[src/design/slcsz_pkg.sv]
package slcsz_pkg;

   localparam int COEFF_WIDTH   = 18;
   localparam int COUNT_WIDTH   = 24;
   localparam int BYTE_WIDTH    = 22;
   localparam int SCALER_WIDTH  = 8;
   localparam int LEN_WIDTH     = 6;
   localparam int MSB_WIDTH     = $clog2(COEFF_WIDTH);
   localparam int DIV_CNT_WIDTH = $clog2(BYTE_WIDTH);

   typedef struct packed {
      logic signed [COEFF_WIDTH-1:0] coefficient;
      logic                          last_in_slice;
   } req_data_type;

   typedef struct packed {
      logic [COUNT_WIDTH-1:0] trimmed_bits;
      logic [BYTE_WIDTH-1:0]  padded_bytes;
      logic [BYTE_WIDTH-1:0]  length_units;
      logic                   count_saturated;
   } rsp_data_type;

   typedef enum logic [2:0] {
      ST_ACCUM,
      ST_CLOSE,
      ST_LOAD,
      ST_DIVIDE,
      ST_PUBLISH
   } ctrl_state_type;

   typedef struct packed {
      logic accept;
      logic load_div;
      logic step_div;
      logic publish;
   } ctrl_cmd_type;

   typedef struct packed {
      logic div_last;
   } ctrl_status_type;

endpackage

[src/design/slcsz_div.sv]
module slcsz_div
   import slcsz_pkg::*;
(
   input  logic                    clock,
   input  logic                    reset,
   input  logic                    load,
   input  logic                    step,
   input  logic [BYTE_WIDTH-1:0]   dividend,
   input  logic [SCALER_WIDTH-1:0] divisor,
   output logic [BYTE_WIDTH-1:0]   quotient,
   output logic [SCALER_WIDTH-1:0] divisor_held,
   output logic                    last_step
);

   logic [BYTE_WIDTH-1:0]    acc_ff, acc_in;
   logic [SCALER_WIDTH-1:0]  rem_ff, rem_in;
   logic [SCALER_WIDTH-1:0]  den_ff, den_in;
   logic [DIV_CNT_WIDTH-1:0] cnt_ff, cnt_in;
   logic [SCALER_WIDTH:0]    shifted;
   logic [SCALER_WIDTH+1:0]  diff;

   // one restoring step per cycle while step is high
   always_comb begin
      shifted = {rem_ff, acc_ff[BYTE_WIDTH-1]};
      diff    = {1'b0, shifted} - {2'b00, den_ff};
      acc_in  = acc_ff;
      rem_in  = rem_ff;
      den_in  = den_ff;
      cnt_in  = cnt_ff;
      if (load) begin
         acc_in = dividend;
         rem_in = '0;
         den_in = divisor;
         cnt_in = '0;
      end else if (step) begin
         if (!diff[SCALER_WIDTH+1]) begin
            rem_in = diff[SCALER_WIDTH-1:0];
            acc_in = {acc_ff[BYTE_WIDTH-2:0], 1'b1};
         end else begin
            rem_in = shifted[SCALER_WIDTH-1:0];
            acc_in = {acc_ff[BYTE_WIDTH-2:0], 1'b0};
         end
         cnt_in = cnt_ff + DIV_CNT_WIDTH'(1);
      end
   end

   always_ff @(posedge clock) begin
      acc_ff <= acc_in;
      rem_ff <= rem_in;
      den_ff <= den_in;
      if (reset) begin
         cnt_ff <= '0;
      end else begin
         cnt_ff <= cnt_in;
      end
   end

   assign quotient     = acc_ff;
   assign divisor_held = den_ff;
   assign last_step    = (cnt_ff == DIV_CNT_WIDTH'(BYTE_WIDTH - 1));

endmodule

[src/design/slcsz_dp.sv]
module slcsz_dp
   import slcsz_pkg::*;
(
   input  logic                    clock,
   input  logic                    reset,
   input  logic                    csr_valid,
   input  logic [SCALER_WIDTH-1:0] csr_wdata,
   input  req_data_type            req_data,
   input  ctrl_cmd_type            cmd,
   output ctrl_status_type         status,
   output rsp_data_type            rsp_data
);

   logic [SCALER_WIDTH-1:0] scaler_ff;
   logic [SCALER_WIDTH-1:0] scaler_eff;

   logic [COEFF_WIDTH-1:0] raw;
   logic [COEFF_WIDTH-1:0] mag;
   logic [COEFF_WIDTH-1:0] mag_p1;
   logic [MSB_WIDTH-1:0]   msb;
   logic [LEN_WIDTH-1:0]   len_in;

   logic                 st_valid_ff;
   logic [LEN_WIDTH-1:0] len_ff;
   logic                 nz_ff;
   logic                 last_ff;

   logic [COUNT_WIDTH-1:0] gross_ff, gross_in;
   logic [COUNT_WIDTH-1:0] btln_ff, btln_in;
   logic                   sat_ff, sat_in;
   logic [COUNT_WIDTH:0]   sum;
   logic [COUNT_WIDTH-1:0] sum_sat;
   logic                   ovf;

   logic [COUNT_WIDTH-1:0] trimmed_ff, trimmed_in;
   logic                   slice_sat_ff, slice_sat_in;

   logic [COUNT_WIDTH:0]   bits_p7;
   logic [BYTE_WIDTH-1:0]  dividend;
   logic [BYTE_WIDTH-1:0]  quotient;
   logic [SCALER_WIDTH-1:0] den;
   logic [BYTE_WIDTH+SCALER_WIDTH-1:0] product;

   rsp_data_type rsp_data_ff;

   always_ff @(posedge clock) begin
      if (reset) begin
         scaler_ff <= SCALER_WIDTH'(1);
      end else if (csr_valid) begin
         scaler_ff <= csr_wdata;
      end
   end

   assign scaler_eff = (scaler_ff == '0) ? SCALER_WIDTH'(1) : scaler_ff;

   // code length of the incoming coefficient
   always_comb begin
      raw    = req_data.coefficient;
      mag    = raw[COEFF_WIDTH-1] ? (~raw + COEFF_WIDTH'(1)) : raw;
      mag_p1 = mag + COEFF_WIDTH'(1);
      msb    = '0;
      for (int i = 0; i < COEFF_WIDTH; i++) begin
         if (mag_p1[i]) begin
            msb = MSB_WIDTH'(i);
         end
      end
      len_in = LEN_WIDTH'({msb, 1'b1}) + LEN_WIDTH'(mag != '0);
   end

   always_ff @(posedge clock) begin
      if (reset) begin
         st_valid_ff <= 1'b0;
      end else begin
         st_valid_ff <= cmd.accept;
      end
      if (cmd.accept) begin
         len_ff  <= len_in;
         nz_ff   <= (mag != '0);
         last_ff <= req_data.last_in_slice;
      end
   end

   // saturating accumulation
   always_comb begin
      sum          = {1'b0, gross_ff} + (COUNT_WIDTH + 1)'(len_ff);
      ovf          = sum[COUNT_WIDTH];
      sum_sat      = ovf ? '1 : sum[COUNT_WIDTH-1:0];
      gross_in     = gross_ff;
      btln_in      = btln_ff;
      sat_in       = sat_ff;
      trimmed_in   = trimmed_ff;
      slice_sat_in = slice_sat_ff;
      if (st_valid_ff) begin
         if (last_ff) begin
            trimmed_in   = nz_ff ? sum_sat : btln_ff;
            slice_sat_in = sat_ff | ovf;
            gross_in     = '0;
            btln_in      = '0;
            sat_in       = 1'b0;
         end else begin
            gross_in = sum_sat;
            btln_in  = nz_ff ? sum_sat : btln_ff;
            sat_in   = sat_ff | ovf;
         end
      end
   end

   always_ff @(posedge clock) begin
      trimmed_ff   <= trimmed_in;
      slice_sat_ff <= slice_sat_in;
      if (reset) begin
         gross_ff <= '0;
         btln_ff  <= '0;
         sat_ff   <= 1'b0;
      end else begin
         gross_ff <= gross_in;
         btln_ff  <= btln_in;
         sat_ff   <= sat_in;
      end
   end

   // bytes rounded up, then biased for a rounded-up division
   always_comb begin
      bits_p7  = {1'b0, trimmed_ff} + (COUNT_WIDTH + 1)'(7);
      dividend = bits_p7[COUNT_WIDTH:3] + BYTE_WIDTH'(scaler_eff) - BYTE_WIDTH'(1);
   end

   slcsz_div u_div (
      .clock        (clock),
      .reset        (reset),
      .load         (cmd.load_div),
      .step         (cmd.step_div),
      .dividend     (dividend),
      .divisor      (scaler_eff),
      .quotient     (quotient),
      .divisor_held (den),
      .last_step    (status.div_last)
   );

   assign product = (BYTE_WIDTH + SCALER_WIDTH)'(quotient) *
                    (BYTE_WIDTH + SCALER_WIDTH)'(den);

   always_ff @(posedge clock) begin
      if (cmd.publish) begin
         rsp_data_ff.trimmed_bits    <= trimmed_ff;
         rsp_data_ff.padded_bytes    <= product[BYTE_WIDTH-1:0];
         rsp_data_ff.length_units    <= quotient;
         rsp_data_ff.count_saturated <= slice_sat_ff;
      end
   end

   assign rsp_data = rsp_data_ff;

endmodule

[src/design/slcsz_ctrl.sv]
module slcsz_ctrl
   import slcsz_pkg::*;
(
   input  logic            clock,
   input  logic            reset,
   input  logic            req_valid,
   input  logic            req_last,
   output logic            req_ready,
   input  logic            rsp_ready,
   output logic            rsp_valid,
   input  ctrl_status_type status,
   output ctrl_cmd_type    cmd
);

   ctrl_state_type state_ff, state_in;
   logic           rsp_valid_ff, rsp_valid_in;

   always_ff @(posedge clock) begin
      if (reset) begin
         state_ff     <= ST_ACCUM;
         rsp_valid_ff <= 1'b0;
      end else begin
         state_ff     <= state_in;
         rsp_valid_ff <= rsp_valid_in;
      end
   end

   always_comb begin
      state_in  = state_ff;
      req_ready = 1'b0;
      cmd       = '0;
      unique case (state_ff)
         ST_ACCUM: begin
            req_ready  = 1'b1;
            cmd.accept = req_valid;
            if (req_valid && req_last) begin
               state_in = ST_CLOSE;
            end
         end
         ST_CLOSE: begin
            state_in = ST_LOAD;
         end
         ST_LOAD: begin
            cmd.load_div = 1'b1;
            state_in     = ST_DIVIDE;
         end
         ST_DIVIDE: begin
            cmd.step_div = 1'b1;
            if (status.div_last) begin
               state_in = ST_PUBLISH;
            end
         end
         ST_PUBLISH: begin
            if (!rsp_valid_ff || rsp_ready) begin
               cmd.publish = 1'b1;
               state_in    = ST_ACCUM;
            end
         end
         default: begin
            state_in = ST_ACCUM;
         end
      endcase
      if (cmd.publish) begin
         rsp_valid_in = 1'b1;
      end else if (rsp_ready) begin
         rsp_valid_in = 1'b0;
      end else begin
         rsp_valid_in = rsp_valid_ff;
      end
   end

   assign rsp_valid = rsp_valid_ff;

endmodule

[src/design/slice_coefficient_size_counter.sv]
// slice coefficient size counter
// req channel: one quantised coefficient per transfer, in coded order, with
//   last_in_slice marking the final coefficient of a slice component
// rsp channel: one result per slice: trimmed bit count, bytes padded to a
//   multiple of the scaler, length in scaler units, saturation flag
// csr channel: writes slice_size_scaler (zero acts as one); always ready,
//   write only while no slice is in flight
// throughput: one coefficient per cycle inside a slice; after the last
//   coefficient req_ready drops through the close state, the load state,
//   the bit-serial divide and the publish state
// rsp_valid rises once publish writes the output register, which waits
//   until that register is free
// a stalled receiver holds the result in the output register; coefficients
//   of the next slice are still taken, and its end waits in publish until the
//   register is free
// reset clears the counters, drops rsp_valid and sets the scaler to one
module slice_coefficient_size_counter
   import slcsz_pkg::*;
(
   input  logic                    clock,
   input  logic                    reset,
   input  logic                    req_valid,
   output logic                    req_ready,
   input  req_data_type            req_data,
   output logic                    rsp_valid,
   input  logic                    rsp_ready,
   output rsp_data_type            rsp_data,
   input  logic                    csr_valid,
   output logic                    csr_ready,
   input  logic [SCALER_WIDTH-1:0] csr_wdata
);

   ctrl_cmd_type    cmd;
   ctrl_status_type status;

   assign csr_ready = 1'b1;

   slcsz_ctrl u_ctrl (
      .clock     (clock),
      .reset     (reset),
      .req_valid (req_valid),
      .req_last  (req_data.last_in_slice),
      .req_ready (req_ready),
      .rsp_ready (rsp_ready),
      .rsp_valid (rsp_valid),
      .status    (status),
      .cmd       (cmd)
   );

   slcsz_dp u_dp (
      .clock     (clock),
      .reset     (reset),
      .csr_valid (csr_valid),
      .csr_wdata (csr_wdata),
      .req_data  (req_data),
      .cmd       (cmd),
      .status    (status),
      .rsp_data  (rsp_data)
   );

endmodule

[config.mk]
export PLATFORM = sky130hd
export DESIGN_NAME = slice_coefficient_size_counter
export DESIGN_NICKNAME = d
export VERILOG_FILES = /design/src/design/slcsz_pkg.sv /design/src/design/slcsz_div.sv /design/src/design/slcsz_dp.sv /design/src/design/slcsz_ctrl.sv /design/src/design/slice_coefficient_size_counter.sv
export SDC_FILE = /design/constraint.sdc
export NUM_CORES = 1
export LEC_CHECK = 0
export ABC_AREA = 1
export BUFFER_PORTS_ARGS = -buffer_cell sky130_fd_sc_hd__buf_2
export CAP_MARGIN = 20
export CORE_ASPECT_RATIO = 0.5
export CORE_MARGIN = 1
export CORE_UTILIZATION = 35
export DETAILED_ROUTE_END_ITERATION = 6
export MAX_ROUTING_LAYER = met4
export PLACE_DENSITY = 0.56
export SLEW_MARGIN = 25
export SYNTH_ARGS = -nofsm -noshare
export SYNTH_HDL_FRONTEND = slang
export SYNTH_SLANG_ARGS = --single-unit
[constraint.sdc]
create_clock -name clock -period 6.9 [get_ports clock]
set_input_delay 0.69 -clock clock [delete_from_list [all_inputs] [get_ports clock]]
set_output_delay 0.69 -clock clock [all_outputs]
set_load 0.01 [all_outputs]
==> results.md, run 1 <==
* Number of synthesized flops with an enable pin at 132
* Via Count at 12000
* DRC at 0
* Maxcap violations at 0
* Avg Vias per Cell at 4.59
* Synth area leaders: edfxtp_1, fa_1, nand2_1
* H-tree Lvls at 1
* Hold-fix buffers, CTS at 0
* Slowest CP cell: edfxtp_1
* Core ar. at 43800 um^2
* Main synth FF type: edfxtp_1
* Cell taking the most area after synthesis: edfxtp_1
* Initial antenna violation count at 0
* Cell with the most instances after synthesis: nand2_1
* Inst Count DP at 2581
* Vias in the first global route at 11800
* Slew @ Worst Pin at 1.01 ns
* Fin area at 17500 um^2
* Critical Path RT at 7.20 ns
* Area delta synth->final at 12.3%
* Status: finished, final reports clean
* VDD IR max at 0.427 mV
* Crit Path Class: flip-flop to flip-flop
* Sink Count at 207
* Slowest Stage Delay on Critical Path at 0.71 ns
* Post-DRT Antenna Nets at 0
* WL final at 34500 um
* Largest fanout on the critical path at 20
* Tmin final at 5.20 ns
* WL/cell at 13.1 um
* Die Wd at 301 um
* GR Util All Layers at 0.159
* Critical Path AT at 5.49 ns
* # Post-CTS Setup Buffers at 0
* Post-CTS resize count at 0
* Placed Area at 16600 um^2
* Slew HR at 0.327
* Layout cells sized above 1 at 0.113
* Placer's final routability congestion estimate at 0.867
* Total power at 0.00906 W
* Mean Syn Cell Area at 7.99 um^2
* CTS tree: done
* Sequential area share after synthesis at 0.350
* TritonRoute pass-1 iters at 5
* Setup_tns at 0 ns
* Post-detail-place hpwl at 26100 um
* Reg2reg path depth at 21
* Final Setup Violations at 0
* Die H at 151 um
* Cell mode on critical path: inv_1
* Mapped Area at 15600 um^2
* Clock Path Buffers at 3
* Final setup margin at 1.70 ns
* Final worst path period share at 0.753
* Async SR Flop Fraction at 0
* Buffers on Ports at 102
* Worst Hold Class: input port to flip-flop
* CTS Buf Count at 24
* Max Freq at 192 MHz
* Leakage at 8.29 nW
* Commonest cells post-synth: nand2_1, inv_1, edfxtp_1
* Synthesis-stage register bit count at 207
* CP endpoint kind: flip-flop
* Pwr dens at 516 nW/um^2
* Ys Warns at 0
* Worst Hold Depth at 1
* Cell Chain, Critical Path: nand2_1, inv_1, fa_1, inv_1, fa_1, inv_1, fa_1, inv_1, fa_1, inv_1, ha_1, nand2_1, o21ai_0, nand2_1, o211ai_1, o21bai_1, nand3_1, o21bai_1, a21o_1, a21oi_1, xor2_1
* Post-Place Setup Slack at 1.67 ns
* First-pass GRT wire length at 57600 um
* Pin count of the biggest net entering global routing at 56
* Crit start category: flip-flop
* Gate family responsible for the most delay along the worst path: adder cells
* Fin cells at 2626
* Top Ports at 104
* Die ar. at 45500 um^2
* Worst-Skew Late Latency at 0.56 ns
* Critical Path Stages at 21
* Synth unique cells at 49
* RSZ-0062 raised after global routing: false
* Crit path buffers/inverters at 5
* Top-area cell type share of the netlist area at 0.254
* Setup Skew at 0.0137 ns
* Fin. Hold Viols at 0
* CTS clock-pin slew for the worst setup and hold paths at 0.06 ns
* Initial core utilization at 0.357
* Total grt overflow at 0
* DR iter-0 viols at 622
* Std cell rows at 54
* Synth Instances at 1956
* Slew Viols, Final at 0
* Mapped Nets at 2165
* Antenna cells at 0
* Clk root buf: clkbuf_16
* Final #Nets at 2229
[layout by cell type (no fill, tap or decap), types with 4 or more instances in the layout]
cell | Yosys | layout
nand3b_1 | 4 | 4
nor3_1 | 20 | 20
or2_2 | 9 | 9
nand3_1 | 60 | 60
o21ai_0 | 72 | 72
nand2_1 | 519 | 519
nor2_2 | 12 | 14
buf_2 | 1 | 102
o21bai_1 | 7 | 7
fa_1 | 99 | 99
xnor2_1 | 27 | 27
xor2_1 | 47 | 47
nor2_4 | 8 | 9
clkinv_2 | 2 | 5
ha_1 | 78 | 78
a31oi_1 | 11 | 11
nand3_2 | 5 | 5
a21oi_1 | 119 | 119
nor4_1 | 9 | 9
inv_2 | 4 | 6
o21ai_1 | 15 | 15
o211ai_1 | 6 | 6
inv_1 | 380 | 377
clkbuf_16 | 0 | 24
buf_4 | 2 | 9
nand4_2 | 4 | 4
nor3b_1 | 5 | 5
bufinv_16 | 0 | 5
o31ai_1 | 5 | 5
edfxtp_1 | 132 | 132
nand2_2 | 22 | 22
nand4_1 | 18 | 18
nor2_1 | 85 | 82
dfxtp_1 | 75 | 75
[metal layers]
layer,vias up,part of all wire,track usage
met2,147,0.47,0.269
met3,55,0.030,0.0231
met1,5588,0.47,0.199
li1,6256,-,-
met4,0,0.026,0.0431
met5,-,0,-
[power breakdown]
group	switching (W)	internal, W	leakage, nW
logic	0.00327	0.00238	6.07
registers	0.000205	0.00182	1.81
clock network	0.000553	0.000836	0.410
total	0.00403	0.00503	8.29
[area by class of cell]
cell class,instances,area (um^2)
clock buffer,27,612
clock inverter,17,251
fill,4469,26200
inverter,386,1450
multi-input combinational,1289,8420
sequential,207,5470
tap,588,736
timing repair buffer,112,606
[sequential cells by signal (all words and copies together) (netlist names)]
name / cells
u_dp.u_div.divisor_held: 8
u_dp.btln_ff: 24
u_dp.slice_sat_ff: 1
u_dp.nz_ff: 1
u_dp.trimmed_ff: 24
u_dp.scaler_ff: 8
u_dp.u_div.rem_ff: 8
u_ctrl.state_ff: 3
u_dp.sat_ff: 1
u_dp.st_valid_ff: 1
u_dp.u_div.quotient: 22
u_dp.rsp_data: 69
u_dp.gross_ff: 24
u_dp.u_div.cnt_ff: 5
u_dp.len_ff: 6
u_dp.last_ff: 1
u_ctrl.rsp_valid: 1
[worst reg2reg max path, delay by kind of cell, from the launching register on]
family,cells,cell delay (ns)
compound gates,6,0.95
flops,1,0.71
fa+ha+maj,5,2.38
simple gates,4,0.49
xor+xnor,1,0.14
buf+inv,5,0.27
[worst paths after layout]
kind,startpoint,to,slack [ns]
max,u_dp.u_div.divisor_held[3]$_DFFE_PP_,u_dp.rsp_data[42]$_DFFE_PP_,1.70
min reg2reg,u_dp.slice_sat_ff$_DFFE_PP_,u_dp.rsp_data[0]$_DFFE_PP_,0.43
max reg2reg,u_dp.u_div.divisor_held[3]$_DFFE_PP_,u_dp.rsp_data[42]$_DFFE_PP_,1.70
min,req_data[0],u_dp.last_ff$_DFFE_PP_,0.33
[kinds of logic after synthesis]
kind of cell    share of synthesized area
flops                               0.350
buf+inv                             0.112
xor+xnor                           0.0429
other cells                      0.000240
fa+ha+maj                           0.189
compound gates                     0.0880
simple gates                        0.218
[per-stage QoR]
stage / hold WS, ns / util
finish: 0.333 / 0.401
global route: 0.308 / 0.401
CTS: 0.302 / 0.400
detailed placement: 0.418 / 0.380
global placement: 0.404 / 0.380
floorplan: 0.400 / -
(Power assumes the default switching activity.)
==> inputs of run 2 (changes only) <==
--- a/config.mk
+++ b/config.mk
@@ -13,7 +13,7 @@
 export CORE_UTILIZATION = 35
 export DETAILED_ROUTE_END_ITERATION = 6
 export MAX_ROUTING_LAYER = met4
-export PLACE_DENSITY = 0.56
+export PLACE_DENSITY = 0.58
 export SLEW_MARGIN = 25
 export SYNTH_ARGS = -nofsm -noshare
 export SYNTH_HDL_FRONTEND = slang
==> constraint.sdc (replaced) <==
create_clock -name clock -period 4.5 [get_ports clock]
set_input_delay 0.45 -clock clock [delete_from_list [all_inputs] [get_ports clock]]
set_output_delay 0.45 -clock clock [all_outputs]
set_load 0.01 [all_outputs]
==> results.md, run 2 (synthesized netlist as in run 1, its figures left out) <==
* Via Count at 12300
* Final worst path period share at 1.02
* Worst-Skew Late Latency at 0.55 ns
* Fillers at 4443
* Status: finished, violations left
* Pwr dens at 947 nW/um^2
* Fin area at 18500 um^2
* Crit Path Class: flip-flop to flip-flop
* Clock Path Buffers at 3
* Core ar. at 43800 um^2
* Die H at 151 um
* Final Setup Violations at 6
* Leakage at 8.81 nW
* Worst Hold Class: input port to flip-flop
* Area delta synth->final at 18.6%
* Placed Area at 17400 um^2
* Critical Path RT at 4.79 ns
* CTS tree: done
* Setup Skew at 0.0140 ns
* Buffers on Ports at 102
* Largest fanout on the critical path at 6
* DR iter-0 viols at 690
* Max Freq at 219 MHz
* GR Util All Layers at 0.157
* WL final at 34400 um
* Maxcap violations at 0
* First-pass GRT wire length at 57400 um
* Pin count of the biggest net entering global routing at 56
* Clk root buf: clkbuf_16
* Sink Count at 207
* Crit start category: flip-flop
* Avg Vias per Cell at 4.50
* Die Wd at 301 um
* Multi-input gate area in the final layout at 8600 um^2
* WL/cell at 12.6 um
* Tmin final at 4.57 ns
* Final setup margin at -0.0739 ns
* VDD IR max at 0.782 mV
* Fin util at 0.423
* Final #Nets at 2333
* Die ar. at 45500 um^2
* Post-detail-place hpwl at 26700 um
* Layout cells sized above 1 at 0.176
* Slew Viols, Final at 0
* Slew HR at 0.387
* CTS clock-pin slew for the worst setup and hold paths at 0.06 ns
* Total grt overflow at 0
* FF+latch area at 5470 um^2
* Std cell rows at 54
* Largest register FFs at 69
* TritonRoute pass-1 iters at 5
* Initial antenna violation count at 0
* Placer's final routability congestion estimate at 0.845
* Post-DRT Antenna Nets at 0
* H-tree Lvls at 1
* RSZ-0062 raised after global routing: true
* Fin. Hold Viols at 0
* Top Ports at 104
* Antenna cells at 0
* CP endpoint kind: flip-flop
* Commonest cells after routing, fill and taps aside: nand2_1, inv_1, edfxtp_1, a21oi_1, buf_4
* DRC at 0
* Slew @ Worst Pin at 0.914 ns
* Failing checks: negative setup slack
* Most common cell after layout, fill and taps aside: nand2_1
* CTS Buf Count at 24
* Vias in the first global route at 12000
* Initial core utilization at 0.357
* Critical Path AT at 4.87 ns
-- run 2: final cells by class --
type,count,share of cell area
multi-input combinational,1289,0.464
tap,588,0.0397
clock buffer,28,0.0344
sequential,207,0.295
timing repair buffer,216,0.0760
clock inverter,16,0.0127
inverter,386,0.0783
-- run 2: worst paths after layout --
path / from / end / slack, ns / cells past startpoint
hold / removal: req_data[0] / u_dp.last_ff$_DFFE_PP_ / 0.09 / 1
setup reg to reg: u_dp.u_div.quotient[6]$_DFFE_PP_ / u_dp.rsp_data[41]$_DFFE_PP_ / -0.07 / 22
hold reg to reg: u_dp.slice_sat_ff$_DFFE_PP_ / u_dp.rsp_data[0]$_DFFE_PP_ / 0.42 / 0
setup / recovery: u_dp.u_div.quotient[6]$_DFFE_PP_ / u_dp.rsp_data[41]$_DFFE_PP_ / -0.07 / 22
-- run 2: metrics by stage --
stage	total power [W]	hold slack, ns	worst slack, ns	std cells	TNS [ns]
finish	0.0176	0.0905	-0.0739	2730	-0.245
global placement	0.0145	0.405	-0.0835	2660	-0.222
detailed placement	0.0146	0.414	-0.157	2661	-0.585
CTS	0.0174	0.0656	-0.0652	2716	-0.123
floorplan	0.0109	0.400	0.00171	1956	0
global route	0.0195	0.0731	-0.299	2730	-1.59
-- run 2: metal layers --
metal  global-route usage  share of wire  up-vias
li1                     -              -     6449
met2                0.271           0.48      116
met1                0.199           0.48     5671
met4               0.0310          0.018        0
met3               0.0201          0.024       45
met5                    -              0        -
-- run 2: critical path: stages, from the launching register on --
cell and delay (ns):
edfxtp_1 0.51, buf_6 0.18, nand2_2 0.05, inv_2 0.04
fa_1 0.47, fa_1 0.56, inv_2 0.04, fa_1 0.47
fa_1 0.53, inv_2 0.04, ha_4 0.22, nand2_2 0.07
inv_2 0.03, nand4_1 0.07, o211ai_1 0.11, a21o_1 0.20
a21oi_2 0.17, o21ai_2 0.09, nand3_1 0.10, nand2_2 0.09
nand3_2 0.09, nand2_2 0.05, xor2_1 0.14
-- run 2: what timing repair did --
| item | 4_1_cts | 5_1_grt |
|---|---|---|
| gates cloned | 0 | 0 |
| gates resized for setup | 13 | 25 |
| pin swaps | 9 | 25 |
| hold buffers | 0 | 0 |
| setup buffers | 12 | 14 |
| setup endpoints to repair | 6 | 7 |
-- run 2: power breakdown --
part | switching (W) | internal [W] | leakage, nW
Clock | 0.000847 | 0.00127 | 0.417
Sequential | 0.000172 | 0.00278 | 1.81
Combinational | 0.00624 | 0.00625 | 6.58
==> inputs of run 3 (changes only) <==
--- a/config.mk
+++ b/config.mk
@@ -8,12 +8,14 @@
 export ABC_AREA = 1
 export BUFFER_PORTS_ARGS = -buffer_cell sky130_fd_sc_hd__buf_2
 export CAP_MARGIN = 20
+export CELL_PAD_IN_SITES_DETAIL_PLACEMENT = 2
+export CELL_PAD_IN_SITES_GLOBAL_PLACEMENT = 2
 export CORE_ASPECT_RATIO = 0.5
 export CORE_MARGIN = 1
-export CORE_UTILIZATION = 35
+export CORE_UTILIZATION = 34
 export DETAILED_ROUTE_END_ITERATION = 6
 export MAX_ROUTING_LAYER = met4
-export PLACE_DENSITY = 0.58
+export PLACE_DENSITY = 0.83
 export SLEW_MARGIN = 25
 export SYNTH_ARGS = -nofsm -noshare
 export SYNTH_HDL_FRONTEND = slang
==> results.md, run 3 (synthesized netlist as in run 1, its figures left out) <==
* Placer's final routability congestion estimate at 0.829
* CTS tree: done
* Final worst path period share at 1.13
* FF-to-FF End: u_dp.rsp_data[39]$_DFFE_PP_
* Clock Path Buffers at 3
* Slew @ Worst Pin at 1.03 ns
* Final #Nets at 2342
* Sink Count at 207
* Initial antenna violation count at 0
* H-tree Lvls at 1
* Post-detail-place hpwl at 41500 um
* Tmin final at 5.10 ns
* Initial core utilization at 0.345
* DR iter-0 viols at 966
* Final Setup Violations at 17
* Largest register FFs at 69
* Die H at 154 um
* Fillers at 5092
* Multi-input gate area in the final layout at 8750 um^2
* Crit start category: flip-flop
* Vias in the first global route at 16700
* Critical Path RT at 4.81 ns
* CP endpoint kind: flip-flop
* Die Wd at 305 um
* WL/cell at 26.3 um
* Reg2reg path depth at 23
* Maxcap violations at 0
* Slew Viols, Final at 0
* Area delta synth->final at 19.3%
* Max Freq at 196 MHz
* Worst-Skew Late Latency at 0.59 ns
* Crit Reg-Reg Startpoint: u_dp.u_div.divisor_held[2]$_DFFE_PP_
* Pin count of the biggest net entering global routing at 66
* CTS Buf Count at 24
* RSZ-0062 raised after global routing: true
* Clk root buf: clkbuf_16
* Std cell rows at 55
* Inst Count DP at 2673
* Post-DRT Antenna Nets at 0
* Worst setup endpoint: u_dp.rsp_data[39]$_DFFE_PP_
* WL final at 72200 um
* GR Util All Layers at 0.288
* Fin util at 0.412
* Layout cells sized above 1 at 0.193
* First-pass GRT wire length at 102000 um
* Core ar. at 45300 um^2
* Top Ports at 104
* Commonest cells after routing, fill and taps aside: nand2_1, inv_1, edfxtp_1, buf_4, a21oi_1
* Worst Hold Class: input port to flip-flop
* Fin cells at 2749
* Setup Skew at 0.0347 ns
* Slew HR at 0.314
* Antenna cells at 0
* Buffers on Ports at 102
* FF+latch area at 5470 um^2
* R2r setup slk at -0.60 ns
* Failing checks: negative setup slack
* Via Count at 15000
* Die ar. at 46900 um^2
* Avg Vias per Cell at 5.45
* Setup_tns at -5.32 ns
* Worst setup startpoint: u_dp.u_div.divisor_held[2]$_DFFE_PP_
* Largest fanout on the critical path at 10
* Most common cell after layout, fill and taps aside: nand2_1
* Fin. Hold Viols at 0
* Final setup margin at -0.604 ns
* Total grt overflow at 0
* CTS clock-pin slew for the worst setup and hold paths at 0.08 ns
* Status: finished, violations left
* DRC at 0
* TritonRoute pass-1 iters at 7
* Critical Path AT at 5.41 ns
* Crit Path Class: flip-flop to flip-flop
* Worst Hold Depth at 1
* Hold-fix buffers, CTS at 0
==> run 3: cell count changes in the layout (fill, tap and decap cells not counted), sizes merged <==
cell	previous run	this run
buf	216	225
inv	384	389
bufinv	4	1
clkinvlp	2	0
clkbuf	28	29
clkinv	12	11
==> run 3: worst max-delay path: stages, from the launching register on <==
cell,delay (ns)
edfxtp_1,0.39
buf_4,0.20
nand2_1,0.08
inv_1,0.08
fa_1,0.52
inv_2,0.07
fa_1,0.61
inv_2,0.07
fa_1,0.55
inv_2,0.07
fa_2,0.55
inv_2,0.06
ha_4,0.27
nand2_2,0.09
inv_2,0.03
nand4_1,0.09
o211ai_1,0.16
a21o_1,0.21
a21oi_2,0.17
o21ai_2,0.08
nand3_1,0.10
nand2_2,0.09
buf_4,0.15
xor2_1,0.13
==> run 3: worst min path at each step <==
| stage | start | endpoint | slack (ns) |
|---|---|---|---|
| final | req_data[0] | u_dp.last_ff$_DFFE_PP_ | 0.08 |
| after floorplan | u_dp.slice_sat_ff$_DFFE_PP_ | u_dp.rsp_data[0]$_DFFE_PP_ | 0.40 |
| after global placement | u_dp.slice_sat_ff$_DFFE_PP_ | u_dp.rsp_data[0]$_DFFE_PP_ | 0.40 |
| after detailed placement | u_dp.slice_sat_ff$_DFFE_PP_ | u_dp.rsp_data[0]$_DFFE_PP_ | 0.43 |
| after global routing | req_data[0] | u_dp.last_ff$_DFFE_PP_ | 0.08 |
| after CTS | req_data[0] | u_dp.last_ff$_DFFE_PP_ | 0.06 |
==> run 3: final cells by class <==
type                            count  share of cell area
Timing Repair Buffer              225              0.0779
Multi-Input combinational cell   1289               0.469
Inverter                          386              0.0778
Tap cell                          598              0.0401
Clock inverter                     15             0.00745
Clock buffer                       29              0.0343
Sequential cell                   207               0.293
==> run 3: layer usage <==
metal | vias up | global-route usage | share of wire
met4 | 0 | 0.122 | 0.060
met3 | 284 | 0.0343 | 0.046
li1 | 6468 | - | -
met2 | 635 | 0.530 | 0.51
met5 | - | - | 0
met1 | 7593 | 0.314 | 0.38
==> run 3: metrics by stage <==
step                      cell area (um^2)  worst slack (ns)  hold WS [ns]
after floorplan                      15800           0.00171         0.400
final                                18600            -0.604        0.0779
after detailed placement             17400            -0.443         0.427
after CTS                            18300            -0.355        0.0602
after global placement               17400            -0.173         0.404
after global routing                 18600            -0.769        0.0762
==> run 3: repair_timing <==
action,in CTS,in global routing
setup endpoints to repair,10,19
resized for setup,17,60
pin swaps,14,34
setup buffers,13,20
Power of run 3 is not shown: default switching activity piles up to over one toggle a cycle in this logic, so the estimate is an artifact.
